[src/rtl/core/lg_pkg.sv]
// ----------------------------------------------------------------------------
// lg_pkg
// Shared types, constants and the cell rule for the Life row engine.
// ----------------------------------------------------------------------------
package lg_pkg;

    // Field width of one packed row and number of live columns
    localparam int ROW_BITS     = 64;
    localparam int GRID_WIDTH   = 64;

    // B3/S23 rule counts
    localparam logic [3:0] BIRTH_COUNT   = 4'd3;
    localparam logic [3:0] SURVIVE_COUNT = 4'd2;

    // Result queue sizing
    localparam int QUEUE_DEPTH = 3;
    localparam int QCNT_BITS   = 2;

    typedef struct packed {
        logic [ROW_BITS-1:0] row_cells;
        logic                last_row;
    } row_in_t;

    typedef struct packed {
        logic [ROW_BITS-1:0] next_cells;
        logic                frame_end;
        logic                run_end;
    } row_out_t;

    // One column's view as seen by its neighbors
    typedef struct packed {
        logic up;   // row above the pending row
        logic mid;  // pending row
        logic cur;  // incoming row
    } lg_col_t;

    // Shift / flush command broadcast to every cell
    typedef struct packed {
        logic shift;
        logic flush;
    } lg_cell_ctrl_t;

    // Next state of one cell from its live-neighbor count
    function automatic logic life_next(input logic [3:0] n, input logic alive);
        return (n == BIRTH_COUNT) || (alive && (n == SURVIVE_COUNT));
    endfunction

endpackage

[src/rtl/core/life_generation_row_engine.sv]
// ----------------------------------------------------------------------------
// life_generation_row_engine
// Streaming Game of Life (B3/S23) generation engine, one grid row a transaction.
// ----------------------------------------------------------------------------
// Usage:
//   Rows of one generation enter on the row channel (row_valid/row_ready),
//   top row first, with last_row set on the bottom row. Columns wrap left to
//   right; rows above the top and below the bottom are dead.
//   Each row after the first yields the next generation of the row before it
//   on the result channel (result_valid/result_ready). The last row also
//   yields its own result, flagged by frame_end; run_end marks the final
//   result caused by each input transaction.
//   A result is registered in the result queue before it shows on the
//   result channel. Throughput: one row per cycle; the column cells are
//   evaluated in a single pass, so the rate is set by the result queue
//   draining, which a last row after the first loads with two results.
//   Reset clears the held rows and empties the result queue. When the
//   receiver stalls, results collect in a three-slot queue and row_ready
//   drops once fewer than two slots remain free.
// ----------------------------------------------------------------------------
module life_generation_row_engine (
    input  logic             clk,
    input  logic             rst_n,
    input  logic             row_valid,
    output logic             row_ready,
    input  lg_pkg::row_in_t  row_item,
    output logic             result_valid,
    input  logic             result_ready,
    output lg_pkg::row_out_t result_item
);
    import lg_pkg::*;

    logic [1:0]          rows_held_reg, rows_held_next;
    logic                accept;
    lg_cell_ctrl_t       ctrl;
    lg_col_t             col [GRID_WIDTH];
    logic [ROW_BITS-1:0] pend_row;
    logic [ROW_BITS-1:0] last_row_res;
    logic [1:0]          push_cnt;
    row_out_t            push_first;
    row_out_t            push_second;
    logic                room;

    assign accept    = row_valid && row_ready;
    assign row_ready = room;

    // Cell row control
    assign ctrl.shift = accept;
    assign ctrl.flush = accept && row_item.last_row;

    // Chain of column cells, wrapping left to right
    genvar k;
    generate
        for (k = 0; k < GRID_WIDTH; k++)
        begin : g_col
            localparam int LEFT  = (k + GRID_WIDTH - 1) % GRID_WIDTH;
            localparam int RIGHT = (k + 1) % GRID_WIDTH;
            lg_cell u_cell (
                .clk       (clk),
                .rst_n     (rst_n),
                .ctrl      (ctrl),
                .cur       (row_item.row_cells[k]),
                .col_left  (col[LEFT]),
                .col_right (col[RIGHT]),
                .col       (col[k]),
                .next_pend (pend_row[k]),
                .next_last (last_row_res[k])
            );
        end
        for (k = GRID_WIDTH; k < ROW_BITS; k++)
        begin : g_pad
            assign pend_row[k]     = 1'b0;
            assign last_row_res[k] = 1'b0;
        end
    endgenerate

    // Results caused by the incoming row
    always_comb
    begin
        push_cnt    = 2'd0;
        push_first  = '{next_cells: pend_row, frame_end: 1'b0,
                        run_end: !row_item.last_row};
        push_second = '{next_cells: last_row_res, frame_end: 1'b1, run_end: 1'b1};
        if (accept)
        begin
            if (rows_held_reg == 2'd0)
            begin
                if (row_item.last_row)
                begin
                    push_cnt   = 2'd1;
                    push_first = push_second;
                end
            end
            else
            begin
                push_cnt = row_item.last_row ? 2'd2 : 2'd1;
            end
        end
    end

    // Rows held in the cell window
    always_comb
    begin
        rows_held_next = rows_held_reg;
        if (accept)
        begin
            if (row_item.last_row)
            begin
                rows_held_next = 2'd0;
            end
            else if (rows_held_reg == 2'd0)
            begin
                rows_held_next = 2'd1;
            end
            else
            begin
                rows_held_next = 2'd2;
            end
        end
    end

    always_ff @(posedge clk or negedge rst_n)
    begin
        if (!rst_n)
        begin
            rows_held_reg <= 2'd0;
        end
        else
        begin
            rows_held_reg <= rows_held_next;
        end
    end

    // Output queue
    lg_result_queue u_queue (
        .clk          (clk),
        .rst_n        (rst_n),
        .push_cnt     (push_cnt),
        .push_first   (push_first),
        .push_second  (push_second),
        .room         (room),
        .result_valid (result_valid),
        .result_ready (result_ready),
        .result_item  (result_item)
    );

    // Checks
    a_last_clears: assert property (@(posedge clk) disable iff (!rst_n)
        (accept && row_item.last_row) |=> (rows_held_reg == 2'd0))
        else $error("row window not cleared after last row");

    a_first_holds: assert property (@(posedge clk) disable iff (!rst_n)
        (accept && !row_item.last_row && rows_held_reg == 2'd0) |=> (rows_held_reg == 2'd1))
        else $error("first row not held");

    a_frame_end_run_end: assert property (@(posedge clk) disable iff (!rst_n)
        (result_valid && result_item.frame_end) |-> result_item.run_end)
        else $error("frame end result without run end");

    a_held_range: assert property (@(posedge clk) disable iff (!rst_n)
        (rows_held_reg != 2'd3))
        else $error("row window count out of range");

endmodule

[src/rtl/core/lg_cell.sv]
// ----------------------------------------------------------------------------
// lg_cell
// One grid column: holds the upper and pending row bits of its column and
// computes both candidate next-generation bits from its two neighbors.
// ----------------------------------------------------------------------------
module lg_cell (
    input  logic                  clk,
    input  logic                  rst_n,
    input  lg_pkg::lg_cell_ctrl_t ctrl,
    input  logic                  cur,
    input  lg_pkg::lg_col_t       col_left,
    input  lg_pkg::lg_col_t       col_right,
    output lg_pkg::lg_col_t       col,
    output logic                  next_pend,
    output logic                  next_last
);
    import lg_pkg::*;

    logic       up_reg, up_next;
    logic       mid_reg, mid_next;
    logic [3:0] n_pend;
    logic [3:0] n_last;

    // Column state toward the neighbors
    assign col = '{up: up_reg, mid: mid_reg, cur: cur};

    // Pending row: above = up, here = mid, below = incoming row
    assign n_pend = {3'd0, col_left.up}  + {3'd0, up_reg}  + {3'd0, col_right.up}
                  + {3'd0, col_left.mid} + {3'd0, col_right.mid}
                  + {3'd0, col_left.cur} + {3'd0, cur}     + {3'd0, col_right.cur};
    assign next_pend = life_next(n_pend, mid_reg);

    // Incoming row as final row: above = mid, here = incoming, below = dead
    assign n_last = {3'd0, col_left.mid} + {3'd0, mid_reg} + {3'd0, col_right.mid}
                  + {3'd0, col_left.cur} + {3'd0, col_right.cur};
    assign next_last = life_next(n_last, cur);

    // Row window update
    always_comb
    begin
        up_next  = up_reg;
        mid_next = mid_reg;
        if (ctrl.flush)
        begin
            up_next  = 1'b0;
            mid_next = 1'b0;
        end
        else if (ctrl.shift)
        begin
            up_next  = mid_reg;
            mid_next = cur;
        end
    end

    always_ff @(posedge clk or negedge rst_n)
    begin
        if (!rst_n)
        begin
            up_reg  <= 1'b0;
            mid_reg <= 1'b0;
        end
        else
        begin
            up_reg  <= up_next;
            mid_reg <= mid_next;
        end
    end

endmodule

[src/rtl/core/lg_result_queue.sv]
// ----------------------------------------------------------------------------
// lg_result_queue
// Three-slot shift queue for result rows; takes up to two results a cycle
// and presents the oldest on the output channel.
// ----------------------------------------------------------------------------
module lg_result_queue (
    input  logic             clk,
    input  logic             rst_n,
    input  logic [1:0]       push_cnt,
    input  lg_pkg::row_out_t push_first,
    input  lg_pkg::row_out_t push_second,
    output logic             room,
    output logic             result_valid,
    input  logic             result_ready,
    output lg_pkg::row_out_t result_item
);
    import lg_pkg::*;

    row_out_t             slot_reg [QUEUE_DEPTH];
    row_out_t             slot_next [QUEUE_DEPTH];
    logic [QCNT_BITS-1:0] count_reg, count_next;
    logic [QCNT_BITS-1:0] base;
    logic [QCNT_BITS-1:0] base_plus;
    logic                 pop;

    assign pop          = result_valid && result_ready;
    assign result_valid = (count_reg != '0);
    assign result_item  = slot_reg[0];

    // Occupancy after this cycle's pop; room for two more keeps rate
    assign base      = count_reg - {{(QCNT_BITS-1){1'b0}}, pop};
    assign base_plus = base + {{(QCNT_BITS-1){1'b0}}, 1'b1};
    assign room      = (base <= QCNT_BITS'(1));

    // Shift out on pop, then append new results behind the survivors
    always_comb
    begin
        for (int i = 0; i < QUEUE_DEPTH; i++)
        begin
            slot_next[i] = slot_reg[i];
        end
        if (pop)
        begin
            for (int i = 0; i < QUEUE_DEPTH - 1; i++)
            begin
                slot_next[i] = slot_reg[i+1];
            end
        end
        if (push_cnt != 2'd0)
        begin
            slot_next[base] = push_first;
        end
        if (push_cnt == 2'd2)
        begin
            slot_next[base_plus] = push_second;
        end
        count_next = base + push_cnt;
    end

    // Payload slots
    always_ff @(posedge clk)
    begin
        for (int i = 0; i < QUEUE_DEPTH; i++)
        begin
            slot_reg[i] <= slot_next[i];
        end
    end

    always_ff @(posedge clk or negedge rst_n)
    begin
        if (!rst_n)
        begin
            count_reg <= '0;
        end
        else
        begin
            count_reg <= count_next;
        end
    end

endmodule
[config.mk]
export PLATFORM = sky130hd
export DESIGN_NAME = life_generation_row_engine
export DESIGN_NICKNAME = d
export VERILOG_FILES = /design/src/rtl/core/lg_pkg.sv /design/src/rtl/core/life_generation_row_engine.sv /design/src/rtl/core/lg_cell.sv /design/src/rtl/core/lg_result_queue.sv
export SDC_FILE = /design/constraint.sdc
export NUM_CORES = 1
export LEC_CHECK = 0
export ABC_AREA = 1
export BUFFER_PORTS_ARGS = -buffer_cell sky130_fd_sc_hd__buf_4
export CAP_MARGIN = 20
export CORE_MARGIN = 5
export CORE_UTILIZATION = 60
export DETAILED_ROUTE_END_ITERATION = 10
export PLACE_DENSITY = 0.74
export RECOVER_POWER = 100
export SKIP_CTS_REPAIR_TIMING = 1
export SYNTH_ARGS = -nofsm -noshare
export SYNTH_HDL_FRONTEND = slang
export SYNTH_HIERARCHICAL = 1
export SYNTH_SLANG_ARGS = --single-unit
[constraint.sdc]
create_clock -name clk -period 4.87 [get_ports clk]
set_input_delay 0.2435 -clock clk [delete_from_list [all_inputs] [get_ports clk]]
set_output_delay 0.2435 -clock clk [all_outputs]
set_load 0.005 [all_outputs]
==> flow_summary_export.csv, run 1 <==
group,metric,value,unit
synth,synth_cells,5270,
clock_tree,clk-insertion-delay-late,0.59,ns
routing,met2WireLength,45400,um
pwr,p_seq_frac,0.186,
routing,met1_length,39800,um
floorplan,initial_core_util,0.607,
timing,timing.hold.ws,-0.0155,ns
timing,rsz0062_at_grt,"false",
timing,skew,0.0233,ns
floorplan,fp-row-count,92,
setup_path,path_max_fanout,45,
setup_path,r2r_setup_slack,0.93,ns
routing,drcViolationCount,0,
global_route,grt_pass1_wl,156000,um
pwr,p_sw,14.1,mW
clock_tree,cts_buffer_depth,3,
placement,gp_congestion,0.831,
floorplan,core_area,63100,um^2
clock_tree,cts_buffers,44,
clock_tree,clk_pin_slew,0.06,ns
clock_tree,cts_tree,"done",
timing,min_period,3.94,ns
timing,slew_headroom,-0.982,
setup_path,path_class,"flip-flop to flip-flop",
clock_tree,htree_levels,2,
clock_tree,cts-root-buf,"clkbuf_16",
global_route,grt_max_degree,193,
run,drv_cap,3,
routing,ant_nets,0,
final_layout,syn2layout_area_growth,3.25,%
global_route,antenna_found_initial,6,
pwr,power.density,690,nW/um^2
routing,drt-wirelength-per-cell,15.6,um
pwr,p_comb_frac,0.688,
synth,synthesis.area,38300,um^2
floorplan,io_pins,137,
timing,final_hold_viol_count,2,
global_route,grt_pass1_vias,31000,
routing,vias_per_cell,5.15,
routing,drt_iter0_drc,2258,
timing,worst_pin_slew,2.97,ns
final_layout,largest_reg_flops,198,
setup_path,rr_worst_depth,12,
synth,syn_avg_cell_area,7.26,um^2
global_route,grt_usage,0.270,
final_layout,post-route-util,0.626,
floorplan,dieArea,68900,um^2
status,status,"complete, but fails checks",
routing,dr.pass1.iters,5,
setup_path,cp.arrival,4.45,ns
routing,top_layer_used,"met5",
placement,portBuffers,136,
routing,routed_wl,94000,um
synth,ys_types,26,
final_layout,final_nets,5906,
timing,finalMaxSlewViolations,150,
min_path,whs_path_depth,3,
min_path,hold_class,"primary input to flip-flop",
pwr,p_sw_frac,0.516,
pwr,p_leak,22.1,nW
synth,yosys.area.top_type,"fa_1",
pwr,p_int,13.2,mW
synth,yosys_warnings,6,
floorplan,dieWidth,263,um
floorplan,fp.dieH,263,um
placement,dp.final_hpwl,62600,um
routing,wl_met3,6500,um
final_layout,drive_gt1_frac,0.0699,
pwr,clkPwrFrac,0.126,
routing,num_vias,31000,
synth,ys_seq_elements,330,
timing,final.setup.tns,0,ns
setup_path,end_kind,"flip-flop",
synth,yosysSeqAreaShare,0.190,
synth,synthTopCellsByArea,"fa_1 20%, inv_1 13%, nand3_1 11%, nand2_1 11%, ha_1 11%",
clock_tree,cts_sinks,330,
global_route,overflow,0,
status,violations,"negative hold slack, max-capacitance violations, max-slew violations",
pwr,ir_drop,0.000380,V
synth,synth_top_area_frac,0.201,
setup_path,start_kind,"flip-flop",
setup_path,crit_required,5.38,ns
timing,fmax,0.254,GHz
timing,finalCritPeriodShare,0.809,
timing,setup_violations,0,
[area by class of cell]
type                            instances  area (um^2)
Fill cell                            5822        23600
Multi-Input combinational cell       3094        22500
Sequential cell                       330         7270
Inverter                             1431         5380
Timing Repair Buffer                  230         1810
Clock buffer                           62         1320
Tap cell                              846         1060
Clock inverter                         18          183
Antenna cell                            1         2.50
[path summary, 6_finish.rpt]
| kind | start | endpoint |
|---|---|---|
| max in group asynchronous | rst_n | g_col[14].u_cell/mid_reg |
| min in group asynchronous | rst_n | g_col[58].u_cell/up_reg |
| worst min-delay path | row_item[20] | g_col[19].u_cell/mid_reg |
| worst max register to register | u_queue/count_reg[1] | u_queue/slot_reg[0][28] |
| worst max-delay path | u_queue/count_reg[1] | u_queue/slot_reg[0][28] |
| worst min register to register | u_queue/slot_reg[0][148] | u_queue/slot_reg[0][148] |
[metrics by stage]
stage | std cells | cell area [um^2] | total power [mW] | hold slack [ns] | setup WS, ns
finish | 6012 | 39500 | 27.3 | -0.0155 | 0.931
global route | 6012 | 39500 | 30.8 | 0.0129 | 0.647
CTS | 5948 | 39500 | 27.7 | -0.395 | 1.37
detailed placement | 5868 | 38000 | 24.0 | 0.223 | 1.38
global placement | 5868 | 38000 | 23.2 | 0.221 | 1.42
floorplan | 5275 | 38300 | 20.1 | -0.0521 | 0.577
[cell usage after synthesis (all sizes together)]
master	count
a21oi	65
buf	365
clkbuf	55
clkinv	64
conb	1
dfrtp	132
dfxtp	198
fa	384
ha	322
inv	1367
nand2	1131
nand3	852
nand4	2
nor2	71
nor3	1
o21ai	195
or2	64
xor2	1
[cell families after synthesis]
logic type,count (synthesis),synth area share
XOR/XNOR,1,0.000229
flip-flops,330,0.190
buffers and inverters,1851,0.212
adder cells (fa/ha/maj),706,0.306
AO/OA/AOI/OAI,260,0.0466
other,1,0.0000980
AND/OR/NAND/NOR,2121,0.245
[worst max-delay path, cell delays in order (launching register included)]
cell      delay (ns)
dfrtp_1         0.48
o21ai_0         0.12
clkbuf_1        0.30
nand2_1         0.29
nor2_1          0.31
inv_1           0.09
nand2_1         0.11
buf_4           0.45
nand2_1         0.73
buf_4           0.60
nand3_1         0.15
nand3_1         0.07
nand2_1         0.10
[layout by cell type, fill, tap and decap left out, drive strengths merged, types with 2 or more instances in the layout]
master | Yosys | layout
fa | 384 | 384
a21oi | 65 | 65
bufinv | 0 | 3
dfrtp | 132 | 132
clkbuf | 55 | 142
conb | 1 | 6
nand3 | 852 | 852
nand2 | 1131 | 1131
clkinv | 64 | 76
nand4 | 2 | 2
dfxtp | 198 | 198
nor2 | 71 | 71
dlygate4sd3 | 0 | 62
inv | 1367 | 1370
or2 | 64 | 64
ha | 322 | 322
buf | 365 | 88
o21ai | 195 | 195
[power groups by stage]
stage / Clock [mW] / Sequential, mW / Combinational, mW
after floorplan: 0 / 4.49 / 15.6
after global placement: 0 / 5.09 / 18.1
after detailed placement: 0 / 5.11 / 18.9
after CTS: 3.49 / 5.07 / 19.1
after global routing: 3.59 / 5.19 / 22.0
final: 3.43 / 5.07 / 18.8
[per-layer routing]
metal,global-route usage,vias up
met2,0.464,924
met3,0.0474,169
li1,-,15300
met1,0.354,14600
met5,0,-
met4,0.0728,6
Note: power is estimated with default switching activity, not from simulation.
==> inputs of run 2 (changes only) <==
--- a/config.mk
+++ b/config.mk
@@ -9,9 +9,9 @@
 export BUFFER_PORTS_ARGS = -buffer_cell sky130_fd_sc_hd__buf_4
 export CAP_MARGIN = 20
 export CORE_MARGIN = 5
-export CORE_UTILIZATION = 60
+export CORE_UTILIZATION = 59
 export DETAILED_ROUTE_END_ITERATION = 10
-export PLACE_DENSITY = 0.74
+export PLACE_DENSITY = 0.75
 export RECOVER_POWER = 100
 export SKIP_CTS_REPAIR_TIMING = 1
 export SYNTH_ARGS = -nofsm -noshare
==> constraint.sdc (replaced) <==
create_clock -name clk -period 3.5 [get_ports clk]
set_input_delay 0.175 -clock clk [delete_from_list [all_inputs] [get_ports clk]]
set_output_delay 0.175 -clock clk [all_outputs]
set_load 0.005 [all_outputs]
==> run 2 against run 1 <==
The flow finishes with violations (max-capacitance violations, max-slew violations); via count grew 2.2%; sequential cell count is the same; critical path depth grew 5; clock power grew 35%; sequential share of layout area shrank 0.36 points; die area grew 1.6%.
==> flow_summary_export.csv, run 2 (same netlist as run 1, synthesis figures left out) <==
group,metric,value,unit
status,status,"complete, but fails checks",
status,violations,"max-capacitance violations, max-slew violations",
clock_tree,cts_buffers,44,
final_layout,drive_gt1_frac,0.0996,
placement,gp_congestion,0.857,
timing,setup_violations,0,
pwr,p_leak,22.3,nW
final_layout,final_nets,5961,
final_layout,final_cell_mix,"1,269 x inv_1, 1,120 x nand2_1, 824 x nand3_1, 365 x fa_1, 301 x ha_1",
setup_path,path_max_fanout,5,
floorplan,dieArea,70100,um^2
setup_path,path_class,"primary input to flip-flop",
final_layout,post-route-util,0.626,
timing,slew_headroom,-0.362,
timing,finalCritPeriodShare,0.992,
final_layout,largest_reg_flops,198,
setup_path,worstPathCellList,"dlygate4sd3_1 -> buf_4 -> inv_1 -> fa_1 -> fa_1 -> fa_1 -> inv_1 -> ha_1 -> fa_1 -> nand3_1 -> a21oi_1 -> nand2_1 -> nand2_1 -> inv_1 -> nand3_1 -> nand3_1 -> nand2_1",
floorplan,core_area,64300,um^2
floorplan,initial_core_util,0.595,
routing,ant_nets,0,
routing,routed_wl,97000,um
setup_path,crit_required,4.02,ns
setup_path,end_kind,"flip-flop",
timing,fmax,0.288,GHz
timing,min_period,3.47,ns
setup_path,crit_path_frequent_cell,"fa_1",
global_route,antenna_found_initial,5,
final_layout,fill_cells,5798,
clock_tree,clk_pin_slew,0.06,ns
timing,timing.hold.ws,0.0794,ns
run,drv_cap,3,
clock_tree,cts_tree,"done",
timing,rsz0062_at_grt,"true",
final_layout,instances_no_fill,6078,
timing,finalMaxSlewViolations,227,
clock_tree,clk-insertion-delay-late,0.58,ns
pwr,ir_drop,0.000646,V
placement,dp.final_hpwl,63900,um
routing,num_vias,31700,
min_path,hold_class,"primary input to flip-flop",
routing,drcViolationCount,0,
global_route,overflow,0,
final_layout,final_area,40300,um^2
floorplan,fp.dieH,265,um
final_layout,syn2layout_area_growth,5.32,%
global_route,grt_usage,0.272,
floorplan,dieWidth,265,um
routing,drt-wirelength-per-cell,16.0,um
global_route,grt_pass1_wl,158000,um
routing,vias_per_cell,5.21,
placement,portBuffers,136,
global_route,grt_max_degree,134,
setup_path,start_kind,"primary input",
timing,worst_pin_slew,2.04,ns
clock_tree,cts-root-buf,"clkbuf_16",
setup_path,slowest_stage,"dlygate4sd3_1",
timing,skew,0.0276,ns
global_route,grt_pass1_vias,31200,
routing,drt_iter0_drc,2451,
clock_tree,htree_levels,2,
floorplan,io_pins,137,
placement,placed_cell_area,38100,um^2
placement,dpl.cell_count,5893,
pwr,power.density,968,nW/um^2
clock_tree,cts_buffer_depth,3,
floorplan,fp-row-count,93,
setup_path,cp.arrival,3.99,ns
final_layout,final_common_cell,"inv_1",
routing,dr.pass1.iters,6,
clock_tree,cts_sinks,330,
timing,final_hold_viol_count,0,
setup_path,critPathMaxStageDelay,0.58,ns
run 2: cell count changes in the layout (fill, tap and decap cells not counted), moves of 21 or more:
cell | before | now
nand3_2 | 0 | 28
nand3_1 | 852 | 824
inv_1 | 1293 | 1269
or2_4 | 62 | 33
ha_1 | 322 | 301
o21ai_2 | 5 | 37
o21ai_0 | 189 | 157
or2_0 | 2 | 31
inv_2 | 73 | 96
buf_4 | 84 | 135
run 2: critical path, delay by kind of cell:
family / cells / cell delay, ns
AND/OR/NAND/NOR: 6 / 0.56
buffers and inverters: 5 / 0.93
AO/OA/AOI/OAI: 1 / 0.15
adder cells (fa/ha/maj): 5 / 2.18
run 2: layout make-up:
| type | instances | area, um^2 | area share |
|---|---|---|---|
| clock buffers | 71 | 1410 | 0.0350 |
| clock inverters | 9 | 50.0 | 0.00124 |
| multi-input cells | 3094 | 22900 | 0.568 |
| repair buffers | 285 | 2250 | 0.0558 |
| inverters | 1431 | 5370 | 0.133 |
| diodes | 3 | 7.51 | 0.000186 |
| well taps | 855 | 1070 | 0.0265 |
| flip-flops and latches | 330 | 7270 | 0.180 |
run 2: report_power, final:
part           switching [mW]  leakage (nW)  internal (mW)
Sequential               1.49          3.39           5.50
Combinational            16.8          18.2           10.6
Clock                    1.86         0.722           2.75
run 2: worst paths after layout:
| kind | from | endpoint | slack, ns | cells past startpoint |
|---|---|---|---|---|
| setup reg to reg | g_col[49].u_cell/up_reg | u_queue/slot_reg[0][184] | 0.07 | 15 |
| setup / recovery | row_item[51] | u_queue/slot_reg[0][184] | 0.03 | 17 |
| hold reg to reg | rows_held_reg[0] | rows_held_reg[0] | 0.54 | 2 |
| min in group asynchronous | rst_n | g_col[38].u_cell/mid_reg | 0.68 | 2 |
| hold / removal | row_valid | rows_held_reg[0] | 0.08 | 4 |
| max in group asynchronous | rst_n | g_col[1].u_cell/up_reg | 0.50 | 3 |
run 2: layer usage:
| layer | up-vias | share of wire | track usage |
|---|---|---|---|
| met5 | - | 0.00035 | 0 |
| met4 | 6 | 0.028 | 0.0743 |
| met3 | 197 | 0.083 | 0.0496 |
| met2 | 1156 | 0.48 | 0.468 |
| met1 | 14900 | 0.41 | 0.355 |
| li1 | 15300 | - | - |
run 2: through the flow:
step	setup TNS (ns)	setup WS, ns	total power [mW]
global placement	0	0.148	32.4
detailed placement	0	0.0723	33.6
finish	0	0.0292	39.0
CTS	0	0.0612	38.4
floorplan	0	0.128	27.9
global route	-2.83	-0.0925	43.9
